===== src/rtl/core/bcgd_pkg.sv =====
// ----------------------------------------------------------------------------
// bcgd_pkg
// Shared types and constants for the button click gesture decoder.
// ----------------------------------------------------------------------------
package bcgd_pkg;

  localparam int unsigned TimeW   = 32;
  localparam int unsigned LimitW  = 16;
  localparam int unsigned CountW  = 8;
  localparam int unsigned CfgIdxW = 8;

  localparam logic [CfgIdxW-1:0] CfgLongPress = CfgIdxW'(0);
  localparam logic [CfgIdxW-1:0] CfgClickGap  = CfgIdxW'(1);

  localparam logic [LimitW-1:0] LongPressRst = LimitW'(1000);
  localparam logic [LimitW-1:0] ClickGapRst  = LimitW'(300);
  localparam logic [CountW-1:0] CountMax     = '1;

  typedef enum logic [1:0] {
    EV_NONE   = 2'd0,
    EV_LONG   = 2'd1,
    EV_CLICKS = 2'd2
  } event_e;

  typedef struct packed {
    logic [LimitW-1:0] long_press_ms;
    logic [LimitW-1:0] multi_click_gap_ms;
  } cfg_t;

  typedef struct packed {
    logic             pressed;
    logic [TimeW-1:0] now_ms;
  } item_t;

endpackage


===== src/rtl/core/bcgd_cfg_regs.sv =====
// ----------------------------------------------------------------------------
// bcgd_cfg_regs
// Configuration register file: long-press limit and multi-click gap.
// ----------------------------------------------------------------------------
module bcgd_cfg_regs (
  input  logic                         clk_i,
  input  logic                         rst_ni,
  input  logic                         wr_en_i,
  input  logic [bcgd_pkg::CfgIdxW-1:0] wr_index_i,
  input  logic [bcgd_pkg::LimitW-1:0]  wr_data_i,
  output bcgd_pkg::cfg_t               cfg_o
);
  import bcgd_pkg::*;

  cfg_t cfg_q, cfg_d;

  always_comb begin
    cfg_d = cfg_q;
    if (wr_en_i) begin
      unique case (wr_index_i)
        CfgLongPress: cfg_d.long_press_ms      = wr_data_i;
        CfgClickGap:  cfg_d.multi_click_gap_ms = wr_data_i;
        default:      cfg_d                    = cfg_q;
      endcase
    end
  end

  always_ff @(posedge clk_i or negedge rst_ni) begin
    if (!rst_ni) begin
      cfg_q.long_press_ms      <= LongPressRst;
      cfg_q.multi_click_gap_ms <= ClickGapRst;
    end else begin
      cfg_q <= cfg_d;
    end
  end

  assign cfg_o = cfg_q;

endmodule


===== src/rtl/core/bcgd_in_reg.sv =====
// ----------------------------------------------------------------------------
// bcgd_in_reg
// Input register stage; holds one item until the engine takes it.
// ----------------------------------------------------------------------------
module bcgd_in_reg (
  input  logic            clk_i,
  input  logic            rst_ni,
  input  logic            in_valid_i,
  input  bcgd_pkg::item_t in_item_i,
  input  logic            advance_i,
  output logic            in_stall_o,
  output logic            valid_o,
  output bcgd_pkg::item_t item_o
);
  import bcgd_pkg::*;

  logic  valid_q;
  item_t item_q;
  logic  take;

  assign in_stall_o = valid_q && !advance_i;
  assign take       = in_valid_i && !in_stall_o;

  always_ff @(posedge clk_i or negedge rst_ni) begin
    if (!rst_ni) begin
      valid_q <= 1'b0;
    end else if (!in_stall_o) begin
      valid_q <= in_valid_i;
    end
  end

  always_ff @(posedge clk_i) begin
    if (take) begin
      item_q <= in_item_i;
    end
  end

  assign valid_o = valid_q;
  assign item_o  = item_q;

endmodule


===== src/rtl/core/bcgd_engine.sv =====
// ----------------------------------------------------------------------------
// bcgd_engine
// Gesture state, per-item update logic and the result register.
// ----------------------------------------------------------------------------
module bcgd_engine (
  input  logic                        clk_i,
  input  logic                        rst_ni,
  input  logic                        item_valid_i,
  input  bcgd_pkg::item_t             item_i,
  input  bcgd_pkg::cfg_t              cfg_i,
  input  logic                        out_ready_i,
  output logic                        out_valid_o,
  output bcgd_pkg::event_e            event_o,
  output logic [bcgd_pkg::CountW-1:0] count_o
);
  import bcgd_pkg::*;

  logic [TimeW-1:0]  press_time_q, press_time_d;
  logic [TimeW-1:0]  release_time_q, release_time_d;
  logic [CountW-1:0] clicks_q, clicks_d;
  logic              held_q, held_d;
  logic              gap_wait_q, gap_wait_d;
  logic              long_seen_q, long_seen_d;
  logic              out_valid_q;
  event_e            ev_q, ev_d;
  logic [CountW-1:0] cnt_q, cnt_d;
  logic [TimeW-1:0]  held_for, idle_for;
  logic              long_hit, gap_hit;

  assign held_for = item_i.now_ms - press_time_q;
  assign idle_for = item_i.now_ms - release_time_q;
  assign long_hit = held_for > {{(TimeW-LimitW){1'b0}}, cfg_i.long_press_ms};
  assign gap_hit  = idle_for > {{(TimeW-LimitW){1'b0}}, cfg_i.multi_click_gap_ms};

  always_comb begin
    press_time_d   = press_time_q;
    release_time_d = release_time_q;
    clicks_d       = clicks_q;
    held_d         = held_q;
    gap_wait_d     = gap_wait_q;
    long_seen_d    = long_seen_q;
    ev_d           = EV_NONE;
    cnt_d          = '0;
    if (item_i.pressed) begin
      if (!held_q) begin
        press_time_d = item_i.now_ms;
        held_d       = 1'b1;
        gap_wait_d   = 1'b0;
        if (clicks_q != CountMax) begin
          clicks_d = clicks_q + CountW'(1);
        end
      end else if (long_hit && !long_seen_q) begin
        long_seen_d = 1'b1;
        ev_d        = EV_LONG;
      end
    end else begin
      if (held_q) begin
        release_time_d = item_i.now_ms;
        held_d         = 1'b0;
        gap_wait_d     = 1'b1;
      end else if (gap_wait_q && gap_hit) begin
        if (!long_seen_q) begin
          ev_d  = EV_CLICKS;
          cnt_d = clicks_q;
        end
        press_time_d   = '0;
        release_time_d = '0;
        clicks_d       = '0;
        held_d         = 1'b0;
        gap_wait_d     = 1'b0;
        long_seen_d    = 1'b0;
      end
    end
  end

  always_ff @(posedge clk_i or negedge rst_ni) begin
    if (!rst_ni) begin
      press_time_q   <= '0;
      release_time_q <= '0;
      clicks_q       <= '0;
      held_q         <= 1'b0;
      gap_wait_q     <= 1'b0;
      long_seen_q    <= 1'b0;
      out_valid_q    <= 1'b0;
    end else begin
      if (item_valid_i) begin
        press_time_q   <= press_time_d;
        release_time_q <= release_time_d;
        clicks_q       <= clicks_d;
        held_q         <= held_d;
        gap_wait_q     <= gap_wait_d;
        long_seen_q    <= long_seen_d;
      end
      if (out_ready_i) begin
        out_valid_q <= item_valid_i;
      end
    end
  end

  always_ff @(posedge clk_i) begin
    if (item_valid_i) begin
      ev_q  <= ev_d;
      cnt_q <= cnt_d;
    end
  end

  assign out_valid_o = out_valid_q;
  assign event_o     = ev_q;
  assign count_o     = cnt_q;

  // A new item only enters when the result register can take it.
  a_item_needs_room: assert property (@(posedge clk_i) disable iff (!rst_ni)
    item_valid_i |-> out_ready_i)
    else $error("item entered engine while result register full");

  a_held_excl_gap: assert property (@(posedge clk_i) disable iff (!rst_ni)
    !(held_q && gap_wait_q))
    else $error("held and gap wait both set");

  a_idle_no_clicks: assert property (@(posedge clk_i) disable iff (!rst_ni)
    (clicks_q == '0) |-> (!held_q && !gap_wait_q && !long_seen_q))
    else $error("sequence flags set with zero clicks");

  a_count_only_clicks: assert property (@(posedge clk_i) disable iff (!rst_ni)
    (out_valid_q && ev_q != EV_CLICKS) |-> (cnt_q == '0))
    else $error("click count nonzero on non-click result");

  a_clicks_nonzero: assert property (@(posedge clk_i) disable iff (!rst_ni)
    (out_valid_q && ev_q == EV_CLICKS) |-> (cnt_q != '0))
    else $error("click sequence reported with zero clicks");

endmodule


===== src/rtl/core/button_click_gesture_decoder.sv =====
// ----------------------------------------------------------------------------
// button_click_gesture_decoder
// Multi-click and long-press detector over timestamped button samples.
// ----------------------------------------------------------------------------
//  channel | direction | handshake               | payload
//  --------+-----------+-------------------------+-------------------------------
//  in      | sink      | in_valid_i / in_stall_o  | pressed_i, now_ms_i
//  out     | source    | out_valid_o / out_stall_i| event_res_o, click_count_o
//  cfg     | sink      | cfg_valid_i / cfg_ready_o| cfg_index_i, cfg_data_i
//
//  One item per clock sustained while out_stall_i is low; an accepted item
//  goes through the input register and then the result register, which
//  drives its result on the outputs.
//  Reset clears the gesture state and loads the default limits
//  (long press 1000 ms, click gap 300 ms); no clearing pass.
//  A stalled result holds; the input register keeps accepting until it is
//  also full, then in_stall_o follows out_stall_i.
// ----------------------------------------------------------------------------
module button_click_gesture_decoder (
  input  logic                         clk_i,
  input  logic                         rst_ni,
  input  logic                         in_valid_i,
  output logic                         in_stall_o,
  input  logic                         pressed_i,
  input  logic [bcgd_pkg::TimeW-1:0]   now_ms_i,
  output logic                         out_valid_o,
  input  logic                         out_stall_i,
  output logic [1:0]                   event_res_o,
  output logic [bcgd_pkg::CountW-1:0]  click_count_o,
  input  logic                         cfg_valid_i,
  output logic                         cfg_ready_o,
  input  logic [bcgd_pkg::CfgIdxW-1:0] cfg_index_i,
  input  logic [bcgd_pkg::LimitW-1:0]  cfg_data_i
);
  import bcgd_pkg::*;

  cfg_t   cfg;
  item_t  in_item, s1_item;
  logic   s1_valid;
  logic   out_ready;
  logic   out_valid;
  event_e ev;

  assign cfg_ready_o = 1'b1;
  assign in_item     = '{pressed: pressed_i, now_ms: now_ms_i};
  assign out_ready   = !out_valid || !out_stall_i;

  bcgd_cfg_regs u_cfg (
    .clk_i      (clk_i),
    .rst_ni     (rst_ni),
    .wr_en_i    (cfg_valid_i && cfg_ready_o),
    .wr_index_i (cfg_index_i),
    .wr_data_i  (cfg_data_i),
    .cfg_o      (cfg)
  );

  bcgd_in_reg u_in (
    .clk_i      (clk_i),
    .rst_ni     (rst_ni),
    .in_valid_i (in_valid_i),
    .in_item_i  (in_item),
    .advance_i  (out_ready),
    .in_stall_o (in_stall_o),
    .valid_o    (s1_valid),
    .item_o     (s1_item)
  );

  bcgd_engine u_engine (
    .clk_i        (clk_i),
    .rst_ni       (rst_ni),
    .item_valid_i (s1_valid && out_ready),
    .item_i       (s1_item),
    .cfg_i        (cfg),
    .out_ready_i  (out_ready),
    .out_valid_o  (out_valid),
    .event_o      (ev),
    .count_o      (click_count_o)
  );

  assign out_valid_o = out_valid;
  assign event_res_o = ev;

endmodule

===== config.mk =====
export PLATFORM = sky130hd
export DESIGN_NAME = button_click_gesture_decoder
export DESIGN_NICKNAME = d
export VERILOG_FILES = /design/src/rtl/core/bcgd_pkg.sv /design/src/rtl/core/bcgd_cfg_regs.sv /design/src/rtl/core/bcgd_in_reg.sv /design/src/rtl/core/bcgd_engine.sv /design/src/rtl/core/button_click_gesture_decoder.sv
export SDC_FILE = /design/constraint.sdc
export NUM_CORES = 1
export LEC_CHECK = 0
export ABC_AREA = 1
export BUFFER_PORTS_ARGS = -buffer_cell sky130_fd_sc_hd__clkbuf_2
export CORE_ASPECT_RATIO = 1.25
export CORE_MARGIN = 10
export CORE_UTILIZATION = 40
export CTS_CLUSTER_SIZE = 14
export DETAILED_ROUTE_END_ITERATION = 6
export SLEW_MARGIN = 20
export SYNTH_ARGS = -nofsm -noshare
export SYNTH_HDL_FRONTEND = slang
export SYNTH_SLANG_ARGS = --single-unit

===== constraint.sdc =====
create_clock -name clk_i -period 3.8 [get_ports clk_i]
set_clock_uncertainty 0.1 [all_clocks]
set_input_delay 0.57 -clock clk_i [delete_from_list [all_inputs] [get_ports clk_i]]
set_output_delay 0.57 -clock clk_i [all_outputs]
set_load 0.005 [all_outputs]

### After elaboration in Yosys (flattened, before gate mapping)

Cells that the tools add are included.

* add/subtract/negate cells: 3
* order comparisons: 2
* equal/unequal tests: 7
* muxes and demuxes: 25
* bitwise operators: 3
* reduce and logical (&&, ||, !) cells: 23

Operator list (number)
* 2-to-1 mux 32 bit: 5
* > comparator 32 x 16 -> 1 bit: 2
* subtractor 32 bit: 2
* 2-to-1 mux 8 bit: 5
* 2-to-1 mux 1 bit: 10
* 2-to-1 mux 2 bit: 5
* AND reduction 3 bit: 3
* adder 8 x 1 -> 8 bit (second input constant): 1
* equality test 8 x 1 -> 1 bit (second input constant): 1
* zero test 8 bit: 1
* != test 8 bit (second input constant): 1
* != test 2 bit (second input constant): 3
* logical AND 1 bit: 5
* zero test 1 bit: 5
* AND reduction 5 bit: 1
* != test 2 x 1 -> 1 bit (second input constant): 2
* AND reduction 2 bit: 2
* AND reduction 4 bit: 1
* nonzero test 2 bit: 2
* OR reduction 4 bit: 1
* inverter 1 bit: 3
* nonzero test 3 bit: 1
* logical OR 1 bit: 1

* flip-flop bits (word level): 152
* bits of input ports: 62

### Depth between registers and ports, before layout

Gate-level depths: netlist of the first run.

* word-level depth: 6
* gate-level depth with buffers: 27
* gate-level depth less buffers: 27

### Cells and area by module

From an unflattened synthesis of the first run, not the netlist that was laid out.

* cells, all modules: 1785
* area total of the unflattened synthesis: 11886.4 um^2

Modules (own cells, without submodules)
* bcgd_engine: times used 1, cells an instance 1581, area an instance 9415.3 um^2, sequential area each 2202.1 um^2
* bcgd_cfg_regs: times used 1, cells an instance 159, area an instance 1395.1 um^2, sequential area each 813.3 um^2
* bcgd_in_reg: times used 1, cells an instance 40, area an instance 1048.5 um^2, sequential area each 1016.0 um^2
* button_click_gesture_decoder: times used 1, cells an instance 5, area an instance 27.5 um^2, sequential area each 0.0 um^2

### Least setup slack after synthesis of the first run

Ideal clock, no wire load.

* kind: register -> register
* from: register u_in.item_q, in the netlist u_in.item_o[6]
* to: register u_engine.cnt_q[0], in the netlist u_engine.count_o[0], data pin
* setup time: 263 ps
* arrival: 3006 ps
* data required time: 3437 ps
* path slack: 431 ps
* cell stages (with the launch flop): 23
* buffers on the path: 0
* clock period less this slack: 3369 ps
* cell sequence: edfxtp_1 ha_1 nand2_1 inv_1 a21oi_1 nand2_2 nand2_1 nand2_2 xor2_1 ha_1 nand2_1 nor4_1 nand3_1 nand2_1 nand3_1 nor2_1 nand2_1 nor2_2 nand2_2 nand2_1 nor2_1 nand3_1 nor2_1

* word-level cells in the longest chain between the ends: 5

Ends and longest elaborated chain
* start: declaration: line bcgd_in_reg.sv:18 `item_t item_q;`
* start signal: assignment: line bcgd_in_reg.sv:34 `item_q <= in_item_i;`
* subtractor 32 bit: line bcgd_engine.sv:31 `assign idle_for = item_i.now_ms - release_time_q;`
* > comparator 32 x 16 -> 1 bit: line bcgd_engine.sv:33 `assign gap_hit = idle_for > {{(TimeW-LimitW){1'b0}}, cfg_i.multi_click_gap_ms};`
* logical AND 1 bit: line bcgd_engine.sv:61 `end else if (gap_wait_q && gap_hit) begin`
* inverter 1 bit (no line)
* OR reduction 4 bit (no line)
* end signal: assignment: line bcgd_engine.sv:103 `cnt_q <= cnt_d;`
* end: declaration: line bcgd_engine.sv:26 `logic [CountW-1:0] cnt_q, cnt_d;`

Every way passes these cells.
A chain may end at the register's enable or synchronous reset.

### Worst setup path after layout of the first run

* from: register u_in.item_q, in the netlist u_in.item_o[7]
* to: register u_engine.press_time_q[5]

* word-level cells in the longest chain between the ends: 5

Ends and longest elaborated chain
* subtractor 32 bit: line bcgd_engine.sv:31
* > comparator 32 x 16 -> 1 bit: line bcgd_engine.sv:33
* logical AND 1 bit: line bcgd_engine.sv:61
* nonzero test 2 bit (no line)
* AND reduction 3 bit (no line)
* end signal: assignment: line bcgd_engine.sv:87 `press_time_q <= press_time_d;`
* end: declaration: line bcgd_engine.sv:18 `logic [TimeW-1:0] press_time_q, press_time_d;`

Every way passes these cells.

==> results of run 1 <==
how the worst min path moves through the flow:
| stage | start | to | slack (ns) | cells past startpoint |
|---|---|---|---|---|
| 2_1_floorplan | rst_ni | u_cfg.cfg_o[0]$_DFFE_PN0P_ | 0.17 | 0 |
| 3_3_place_gp | u_in.valid_o$_DFFE_PN0N_ | u_engine.out_valid_o$_DFFE_PN0N_ | 0.34 | 2 |
| 3_5_place_dp | u_cfg.cfg_o[31]$_DFFE_PN0P_ | u_cfg.cfg_o[31]$_DFFE_PN0P_ | 0.38 | 2 |
| 4_1_cts | rst_ni | u_engine.out_valid_o$_DFFE_PN0N_ | 0.06 | 1 |
| 5_1_grt | rst_ni | u_engine.out_valid_o$_DFFE_PN0N_ | 0.07 | 1 |
| 6_report | rst_ni | u_engine.out_valid_o$_DFFE_PN0N_ | 0.04 | 1 |
metrics by stage:
step,setup TNS [ns],std cells
global placement,-0.102,2043
finish,0,2086
floorplan,0,1585
CTS,0,2075
global route,-0.210,2086
detailed placement,-1.11,2043
state kept, by name, summed over array words and instances (netlist names):
name	cells
u_engine.clicks_q	8
u_engine.held_q	1
u_engine.out_valid_o	1
u_engine.release_time_q	32
u_in.valid_o	1
u_engine.press_time_q	32
u_engine.count_o	8
u_cfg.cfg_o	32
u_engine.long_seen_q	1
u_engine.event_o	2
u_engine.gap_wait_q	1
u_in.item_o	33
placed cells by master (no fill, tap or decap), types with 3 or more instances in the layout:
| master | synthesis | layout |
|---|---|---|
| a21o_1 | 3 | 3 |
| a21oi_1 | 77 | 68 |
| a21oi_2 | 0 | 9 |
| buf_12 | 0 | 5 |
| buf_4 | 1 | 64 |
| buf_6 | 3 | 3 |
| clkbuf_16 | 0 | 17 |
| clkbuf_2 | 0 | 72 |
| clkinv_4 | 0 | 3 |
| dfrtp_1 | 99 | 99 |
| dfstp_2 | 10 | 10 |
| edfxtp_1 | 43 | 43 |
| ha_1 | 95 | 72 |
| ha_2 | 0 | 4 |
| ha_4 | 0 | 19 |
| inv_1 | 323 | 315 |
| inv_2 | 1 | 9 |
| inv_6 | 0 | 3 |
| nand2_1 | 454 | 430 |
| nand2_2 | 5 | 26 |
| nand2_4 | 2 | 5 |
| nand3_1 | 104 | 96 |
| nand3_2 | 2 | 9 |
| nand3b_1 | 7 | 7 |
| nand4_1 | 16 | 16 |
| nor2_1 | 122 | 117 |
| nor2_2 | 4 | 9 |
| nor3_1 | 11 | 10 |
| o21a_1 | 3 | 3 |
| o21ai_0 | 85 | 81 |
| o21ai_1 | 5 | 9 |
| o21bai_1 | 5 | 5 |
| o22ai_1 | 10 | 10 |
| o22ai_2 | 20 | 20 |
| xnor2_1 | 4 | 4 |
| xor2_1 | 34 | 25 |
| xor2_2 | 0 | 9 |
cell families (layout without fill, tap and decap cells):
group / Yosys count / count (layout)
XOR/XNOR: 38 / 38
AND/OR/NAND/NOR: 737 / 737
adder cells (fa/ha/maj): 97 / 97
other: 1 / 1
buffers and inverters: 350 / 501
flip-flops: 152 / 152
AO/OA/AOI/OAI: 210 / 210
timing repair:
item                                    4_1_cts  5_1_grt
endpoints found under the setup margin       74       84
pin swaps                                     0       40
buffers inserted                              0       11
resized for setup                             5      101
area by class of cell:
type,instances,share of cell area
Clock buffer,21,0.0338
Inverter,325,0.0895
Timing Repair Buffer,144,0.0715
Multi-Input combinational cell,1083,0.469
Tap cell,350,0.0321
Sequential cell,152,0.296
Clock inverter,11,0.00808
routing by layer:
layer | global-route usage | part of all wire | wire length (microns)
met1 | 0.223 | 0.43 | 14500
met2 | 0.331 | 0.51 | 17300
met3 | 0.0253 | 0.028 | 953
met4 | 0.0764 | 0.032 | 1090
met5 | 0 | 0 | 0
power by group through the flow:
stage | clock network, mW | logic, mW | registers (mW)
after global placement | 0 | 5.57 | 2.30
after floorplan | 0 | 3.97 | 2.24
after global routing | 1.76 | 7.01 | 2.34
final | 1.67 | 6.23 | 2.30
after CTS | 1.70 | 5.71 | 2.28
after detailed placement | 0 | 5.64 | 2.31
==> impl_metrics.csv, run 1 <==
group,metric,value,unit
critical_path,crit_arrival,3.83,ns
sta,final_hold_viol_count,0,
finish,post-route-cell-area,13600,sq um
clock_tree,clock_sinks,152,
finish,seq_area,4030,sq um
critical_path,setup.worst_path.end_class,"flip-flop",
critical_path,crit_start,"u_in.item_o[7]$_DFFE_PP_",
drt,detail_route.wl_per_cell,16.2,microns
power,vdd_drop_max,0.294,mV
drt,drt_first_iter_violations,596,
clock_tree,cts_made_buffers,17,
finish,nets,1882,
sta,setup_viol_count_final,0,
synthesis,synth_mux_area_frac,0,
clock_tree,clk_latency,0.43,ns
synthesis,synth.yosys.seq_area_share,0.358,
critical_path,cp_max_fo,27,
synthesis,synth_edf_count,43,
clock_tree,postCtsHoldBufs,0,
sta,slew_headroom,0.396,
synthesis,synth.most_common_cell,"nand2_1",
placement,post_dp_cell_area,12500,sq um
critical_path,path_class,"flip-flop to flip-flop",
critical_path,endpoint,"u_engine.press_time_q[5]$_DFFE_PN0P_",
power,power_frac_seq,0.225,
power,p_per_area,748,nW/um^2
power,combPwrFrac,0.611,
synthesis,synth_compound_area_frac,0.111,
power,netSwitchingPower,4.71,mW
power,clkPwrFrac,0.164,
grt,antenna_found_initial,0,
sta,finalCriticalPeriod,3.60,ns
drt,drtPass1Iterations,5,
grt,overflow,0,
clock_tree,clk_path_buf_depth,2,
synthesis,yosysTopAreaCell,"dfrtp_1",
critical_path,path_delay_family,"simple AND/OR/NAND/NOR gates",
finish,syn_to_final_growth,21.1,%
power,p_leak,6.95,nW
critical_path,cp.depth,23,
critical_path,timing.critical_path.buf_inv,2,
synthesis,syn-cell-area,11300,sq um
synthesis,synth_nets,1744,
critical_path,crit_chain,"ha_4, nand2_2, inv_2, nand2_4, nor3_4, nand2_1, nand2_2, xor2_2, ha_1, a21oi_1, o21ai_1, a21oi_1, nand2_1, nand2_1, nand3_1, nor2_1, nand2_1, nor2_2, nand2_4, nand3_4, nand2_4, buf_12, o22ai_1",
grt,grt_pass1_wl,52.5,mm
synthesis,synthFlopType,"dfrtp_1",
critical_path,cp.required,4.03,ns
synthesis,synth_commonest_cells,"454 x nand2_1, 323 x inv_1, 122 x nor2_1",
synthesis,yosys.area_share.simple,0.273,
drt,viasPerCell,4.96,
run_status,status,"completed",
floorplan,die_x,170,microns
critical_path,rr_endpoint,"u_engine.press_time_q[5]$_DFFE_PN0P_",
finish,fillCellCount,2760,
synthesis,netlist_instances,1585,
power,switching_share,0.462,
finish,multi_input_area,6400,sq um
grt,grt_max_degree,69,
floorplan,dieHeight,208,microns
drt,wirelength,33.8,mm
floorplan,die_area,35300,sq um
drt,detail-route-antenna-nets,0,
synthesis,yosysUniqueCellTypes,43,
critical_path,timing.rr.start,"u_in.item_o[7]$_DFFE_PP_",
floorplan,num_rows,68,
finish,drive_gt1_frac,0.179,
sta,worst_pin_slew,0.904,ns
critical_path,slowest_stage,"edfxtp_1",
clock_tree,ctsHtreeMaxLevel,4,
finish,post-route-util,0.493,
finish,diodes,0,
sta,fmax,278,MHz
placement,pre_cts_ws,-0.0605,ns
clock_tree,cts_root_buffer,"clkbuf_16",
flow_run,cap_violations,0,
placement,hpwl,27.3,mm
synthesis,yosysWarnings,0,
drt,num_vias,10352,
critical_path,rr_worst_depth,23,
synthesis,synth_top_family_by_area,"simple AND/OR/NAND/NOR gates",
synthesis,syn_area_per_cell,7.10,sq um
synthesis,synth.area.top_cells,"dfrtp_1 22%, nand2_1 15%, edfxtp_1 11%, inv_1 11%, ha_1 11%",
grt,grt_usage,0.188,
sta,setup_ws,0.200,ns
sta,fin_hold_ws,0.0403,ns
placement,gp_congestion,0.957,
floorplan,initial_core_util,0.407,
synthesis,synth_xor_area_frac,0.0296,
floorplan,coreArea,27700,sq um
placement,port-buffer-count,73,
synthesis,synth_top_area_share,0.220,
synthesis,synth-adder-area-share,0.109,
sta,finalMaxSlewViolations,0,
sta,rsz0062_at_grt,"true",
critical_path,startpoint_type,"flip-flop",
power,power.internal,5.49,mW
critical_path,slowest_delay,0.44,ns
power,total_power,10.2,mW
critical_path,crit_path_frequent_cell,"nand2_1",
critical_path,reg2reg_slack,0.20,ns
floorplan,io_pins,75,
sta,finalCritPeriodShare,0.947,
synthesis,ys_ff_latch,152,
drt,drcViolationCount,0,
clock_tree,cts_tree,"yes",
clock_tree,clkTransAtPathRegs,0.06,ns
synthesis,synthArstFlopShare,0.717,
grt,grt_pass1_vias,10131,
min_path,hold_path_class,"input port to async pin",
Note: power is estimated with default switching activity, not from simulation.
==> run 2: changes to the inputs <==
Settings changed: CTS_BUF_LIST set to sky130_fd_sc_hd__clkbuf_4, REMOVE_ABC_BUFFERS set to 1.
==> run 2 against run 1 <==
Flip-flop and latch count did not move. Setup slack improved by 0.0066 ns. Cell count increased by 0.72%. Register-to-register slack about the same. Core utilization is 0.30 points lower.
==> impl_metrics.csv, run 2 (synthesis results as in run 1) <==
group,metric,value,unit
run_status,status,"completed",
finish,syn_to_final_growth,20.3,%
grt,grt_pass1_vias,10263,
min_path,min-delay-start,"now_ms_i[1]",
critical_path,timing.critical_path.buf_inv,3,
placement,port-buffer-count,73,
finish,post-route-cell-area,13600,sq um
sta,finalCriticalPeriod,3.59,ns
drt,detail-route-antenna-nets,0,
min_path,hold_depth,1,
finish,seq_area,4030,sq um
grt,antenna_found_initial,1,
drt,viasPerCell,4.92,
grt,grt_usage,0.183,
clock_tree,clk_latency,0.59,ns
clock_tree,cts_root_buffer,"clkbuf_4",
floorplan,die_x,170,microns
drt,num_vias,10336,
critical_path,rr_endpoint,"u_engine.count_o[3]$_SDFFCE_PP0P_",
power,netSwitchingPower,4.59,mW
clock_tree,clock_sinks,152,
clock_tree,cts_made_buffers,17,
sta,setup_viol_count_final,0,
floorplan,io_pins,75,
critical_path,cp_max_fo,9,
critical_path,cp.depth,23,
floorplan,die_area,35300,sq um
sta,slew_headroom,0.378,
power,power_frac_seq,0.235,
critical_path,crit_arrival,3.84,ns
sta,final_hold_viol_count,0,
critical_path,slowest_delay,0.46,ns
clock_tree,clkTransAtPathRegs,0.14,ns
critical_path,rr_worst_depth,23,
sta,rsz0062_at_grt,"true",
drt,drcViolationCount,0,
critical_path,cp.required,4.05,ns
clock_tree,ctsHtreeMaxLevel,4,
critical_path,reg2reg_slack,0.21,ns
grt,overflow,0,
critical_path,startpoint_type,"flip-flop",
power,p_leak,6.91,nW
min_path,whs_endpoint,"u_in.item_o[1]$_DFFE_PP_",
finish,final_cell_mix,"417 x nand2_1, 314 x inv_1, 117 x nor2_1, 99 x dfrtp_1, 95 x nand3_1",
placement,hpwl,26.3,mm
sta,fmax,278,MHz
finish,nets,1896,
floorplan,initial_core_util,0.407,
critical_path,slowest_stage,"edfxtp_1",
critical_path,path_class,"flip-flop to flip-flop",
critical_path,timing.rr.start,"u_in.item_o[7]$_DFFE_PP_",
power,switching_share,0.473,
drt,drtPass1Iterations,7,
clock_tree,cts_tree,"yes",
drt,wirelength,32.6,mm
finish,multi_input_area,6460,sq um
sta,finalCritPeriodShare,0.946,
sta,worst_pin_slew,0.931,ns
power,power.internal,5.11,mW
power,combPwrFrac,0.660,
power,vdd_drop_max,0.228,mV
placement,pre_cts_ws,-0.0152,ns
finish,drive_gt1_frac,0.193,
floorplan,coreArea,27700,sq um
grt,grt_max_degree,66,
drt,drt_first_iter_violations,658,
flow_run,cap_violations,0,
clock_tree,clk_path_buf_depth,2,
min_path,hold_path_class,"input port to flip-flop",
critical_path,setup.worst_path.end_class,"flip-flop",
power,clkPwrFrac,0.105,
drt,detail_route.wl_per_cell,15.5,microns
critical_path,crit_chain,"buf_6, ha_4, nand2_4, nor2_2, buf_4, nand3_1, nand3_4, xor2_2, ha_1, nand2_2, nor4_4, nand3_1, nand2_1, nand3_1, nor2_1, nand2_1, nor2_2, nand2_4, nand2_1, nor2_1, nand3_2, buf_12, nor2_1",
placement,post_dp_cell_area,12600,sq um
critical_path,path_delay_family,"simple AND/OR/NAND/NOR gates",
finish,layout_commonest_cell,"nand2_1",
placement,gp_congestion,0.950,
finish,fillCellCount,2789,
grt,grt_pass1_wl,51.8,mm
floorplan,dieHeight,208,microns
finish,largest_reg_flops,33,
sta,setup_ws,0.206,ns
floorplan,num_rows,68,
sta,finalMaxSlewViolations,0,
power,p_per_area,715,nW/um^2
[run 2: changes by cell type in the layout (fill, tap and decap cells not counted), sizes merged]
cell,before,now
clkbuf,93,95
dlygate4sd3,0,1
diode,0,1
bufinv,1,2
clkinvlp,0,1
clkinv,6,7
inv,329,325
buf,72,84
[run 2: power groups by stage]
stage                     Clock, mW  Sequential [mW]  Combinational, mW
after global routing           1.11             2.32               7.20
after detailed placement          0             2.30               5.67
after CTS                      1.05             2.27               5.73
after global placement            0             2.30               5.59
after floorplan                   0             2.24               3.95
final                          1.02             2.28               6.40
[run 2: worst reg2reg max path: stages, from the launching register on]
cell and delay (ns):
edfxtp_1 0.46, buf_6 0.15, ha_4 0.28, nand2_4 0.05
nor2_2 0.13, buf_4 0.14, nand3_1 0.11, nand3_4 0.13
xor2_2 0.09, ha_1 0.31, nand2_2 0.07, nor4_4 0.30
nand3_1 0.11, nand2_1 0.09, nand3_1 0.08, nor2_1 0.09
nand2_1 0.07, nor2_2 0.14, nand2_4 0.10, nand2_1 0.07
nor2_1 0.05, nand3_2 0.08, buf_12 0.13, nor2_1 0.04
[run 2: stage by stage]
stage | hold WS (ns) | std cells | utilization | power, mW | setup TNS (ns)
global route | 0.0143 | 2101 | 0.490 | 10.6 | -2.97
CTS | 0.00701 | 2087 | 0.466 | 9.06 | 0
detailed placement | 0.375 | 2054 | 0.454 | 7.97 | -0.111
floorplan | 0.174 | 1560 | - | 6.19 | 0
global placement | 0.354 | 2054 | 0.454 | 7.89 | -0.130
finish | 0.0472 | 2101 | 0.490 | 9.69 | 0
[run 2: routing by layer]
layer	global-route usage	part of all wire	wire, microns	vias to the layer above
met4	0.0710	0.028	926	0
met3	0.0320	0.040	1300	44
li1	-	-	-	5303
met2	0.310	0.50	16200	172
met1	0.224	0.44	14200	4817
met5	0	0	0	-
[run 2: cell type report]
type                            count  share of cell area
Tap cell                          350              0.0323
Clock inverter                     10             0.00785
Clock buffer                       22              0.0122
Multi-Input combinational cell   1083               0.476
Sequential cell                   152               0.297
Timing Repair Buffer              158              0.0836
Inverter                          325              0.0900
Antenna cell                        1            0.000185
[run 2: worst max-delay path by stage]
stage                        startpoint                           endpoint
3_5_place_dp   u_in.item_o[7]$_DFFE_PP_  u_engine.count_o[5]$_SDFFCE_PP0P_
2_1_floorplan  u_in.item_o[6]$_DFFE_PP_   u_engine.clicks_q[0]$_DFFE_PN0P_
6_report       u_in.item_o[7]$_DFFE_PP_  u_engine.count_o[3]$_SDFFCE_PP0P_
3_3_place_gp   u_in.item_o[7]$_DFFE_PP_  u_engine.count_o[5]$_SDFFCE_PP0P_
4_1_cts        u_in.item_o[7]$_DFFE_PP_  u_engine.event_o[0]$_SDFFCE_PN0P_
5_1_grt        u_in.item_o[4]$_DFFE_PP_   u_engine.clicks_q[6]$_DFFE_PN0P_
[run 2: what timing repair did]
action,CTS,global route
gates cloned,0,1
endpoints found under the hold margin,43,0
resized for setup,4,128
setup buffers,0,12
pin swaps,0,49
hold buffers,1,0
endpoints found under the setup margin,20,84
==> run 3: changes to the inputs <==
Settings changed: CELL_PAD_IN_SITES_DETAIL_PLACEMENT set to 1, CELL_PAD_IN_SITES_GLOBAL_PLACEMENT set to 2, CORE_UTILIZATION 40 to 36, PLACE_DENSITY_LB_ADDON set to 0.1.
==> run 3 against run 2 <==
Maximum frequency down 4.1%. Final area up 5.1%. Critical path depth up 1. Non-clock buffer count up 47. Critical path type unchanged.
==> impl_metrics.csv, run 3 (synthesis results as in run 1) <==
group,metric,value,unit
sta,worst_pin_slew,0.976,ns
critical_path,path_class,"flip-flop to flip-flop",
drt,drtPass1Iterations,5,
run_status,status,"completed",
critical_path,rr_endpoint,"u_engine.release_time_q[22]$_DFFE_PN0P_",
sta,fmax,267,MHz
grt,grt_pass1_wl,61.2,mm
placement,hpwl,31.3,mm
floorplan,io_pins,75,
critical_path,reg2reg_slack,0.05,ns
critical_path,crit_chain,"ha_4, buf_4, nand2_4, buf_6, inv_1, nand2_1, nand2_2, inv_2, nand3_2, xor2_2, ha_1, nand2_2, nor4_4, nand3_1, nand2_2, nand3_2, nor2_1, nand2_1, nor2_2, nand2_4, nand3_4, clkbuf_16, nand3_1, o21ai_0",
clock_tree,clkTransAtPathRegs,0.16,ns
critical_path,timing.critical_path.buf_inv,5,
drt,wirelength,40.0,mm
drt,drt_first_iter_violations,542,
placement,port-buffer-count,73,
min_path,hold_path_class,"input port to flip-flop",
min_path,hold_depth,1,
drt,viasPerCell,4.86,
critical_path,slowest_delay,0.47,ns
sta,finalCritPeriodShare,0.986,
clock_tree,cts_tree,"yes",
sta,finalMaxSlewViolations,0,
finish,seq_area,4030,sq um
placement,gp_congestion,0.873,
sta,finalCriticalPeriod,3.75,ns
finish,fillCellCount,3944,
drt,detail-route-antenna-nets,0,
floorplan,die_area,38800,sq um
finish,final_cell_mix,"404 x nand2_1, 304 x inv_1, 116 x nor2_1, 99 x dfrtp_1, 89 x nand3_1",
floorplan,dieHeight,218,microns
clock_tree,cts_root_buffer,"clkbuf_4",
critical_path,crit_path_frequent_cell,"nand2_2",
critical_path,crit_arrival,4.17,ns
min_path,whs_endpoint,"u_in.item_o[7]$_DFFE_PP_",
critical_path,path_delay_family,"simple AND/OR/NAND/NOR gates",
critical_path,cp.required,4.22,ns
finish,nets,1943,
grt,overflow,0,
floorplan,num_rows,72,
grt,grt_pass1_vias,11357,
drt,wl_met2,20.3,mm
finish,drive_gt1_frac,0.222,
floorplan,die_x,178,microns
critical_path,rr_worst_depth,24,
power,p_leak,7.15,nW
drt,met3_length,782,microns
drt,routed.top_layer,"met4",
sta,fin_hold_ws,0.0259,ns
critical_path,cp_max_fo,5,
grt,grt_usage,0.202,
critical_path,slowest_stage,"edfxtp_1",
critical_path,startpoint_type,"flip-flop",
sta,setup_viol_count_final,0,
sta,slew_headroom,0.348,
power,p_per_area,725,nW/um^2
floorplan,initial_core_util,0.364,
clock_tree,ctsHtreeMaxLevel,4,
grt,grt_max_degree,66,
clock_tree,clk_path_buf_depth,2,
grt,antenna_found_initial,2,
min_path,min-delay-start,"now_ms_i[7]",
sta,rsz0062_at_grt,"true",
clock_tree,cts_made_buffers,17,
placement,post_dp_cell_area,12600,sq um
critical_path,timing.rr.start,"u_in.item_o[10]$_DFFE_PP_",
finish,layout_commonest_cell,"nand2_1",
clock_tree,clock_sinks,152,
drt,met1_length,17.9,mm
finish,post-route-cell-area,14200,sq um
floorplan,coreArea,30900,sq um
critical_path,cp.depth,24,
finish,multi_input_area,6610,sq um
drt,drcViolationCount,0,
finish,syn_to_final_growth,26.5,%
power,total_power,10.3,mW
flow_run,cap_violations,0,
clock_tree,clk_latency,0.63,ns
finish,largest_reg_flops,33,
power,vdd_drop_max,0.273,mV
sta,final_hold_viol_count,0,
drt,detail_route.wl_per_cell,18.1,microns
drt,num_vias,10716,
critical_path,setup.worst_path.end_class,"flip-flop",
[run 3: worst max-delay path by stage]
stage / start / endpoint / slack, ns
6_report: u_in.item_o[10]$_DFFE_PP_ / u_engine.release_time_q[22]$_DFFE_PN0P_ / 0.05
5_1_grt: u_in.item_o[13]$_DFFE_PP_ / u_engine.release_time_q[23]$_DFFE_PN0P_ / -0.16
3_5_place_dp: u_in.item_o[9]$_DFFE_PP_ / u_engine.clicks_q[7]$_DFFE_PN0P_ / -0.06
3_3_place_gp: u_in.item_o[10]$_DFFE_PP_ / u_engine.clicks_q[5]$_DFFE_PN0P_ / 0.01
2_1_floorplan: u_in.item_o[6]$_DFFE_PP_ / u_engine.clicks_q[0]$_DFFE_PN0P_ / 0.21
4_1_cts: u_engine.release_time_q[0]$_DFFE_PN0P_ / u_engine.release_time_q[26]$_DFFE_PN0P_ / 0.0002
[run 3: stage by stage]
| stage | setup TNS, ns | util | worst slack (ns) | cells |
|---|---|---|---|---|
| detailed placement | -0.972 | 0.408 | -0.0635 | 2112 |
| global placement | 0 | 0.408 | 0.0116 | 2112 |
| finish | 0 | 0.461 | 0.0526 | 2206 |
| floorplan | 0 | - | 0.209 | 1560 |
| global route | -6.82 | 0.461 | -0.157 | 2206 |
| CTS | 0 | 0.430 | 0.000168 | 2173 |
[run 3: power breakdown]
part / total (mW) / internal, mW / leakage, nW / switching (mW)
clock network: 1.08 / 0.403 / 0.154 / 0.674
registers: 2.29 / 2.07 / 1.82 / 0.222
logic: 6.97 / 2.82 / 5.18 / 4.14
[run 3: final cells by class]
type | count | share of cell area
diodes | 2 | 0.000351
well taps | 407 | 0.0357
multi-input cells | 1083 | 0.464
clock buffers | 18 | 0.00949
clock inverters | 14 | 0.0102
flip-flops and latches | 152 | 0.283
repair buffers | 205 | 0.111
inverters | 325 | 0.0856
[run 3: layer usage]
metal  GRT usage  vias to the layer above
met5           0                        -
met4      0.0693                        0
met3      0.0241                       43
met2       0.352                      120
met1       0.253                     5156
li1            -                     5397
[run 3: repair_timing]
action,4_1_cts,5_1_grt
hold buffers,26,0
resized for setup,20,168
cloned,1,3
pin swaps,4,63
hold endpoints to repair,72,0
setup buffers,2,28
setup endpoints to repair,80,84
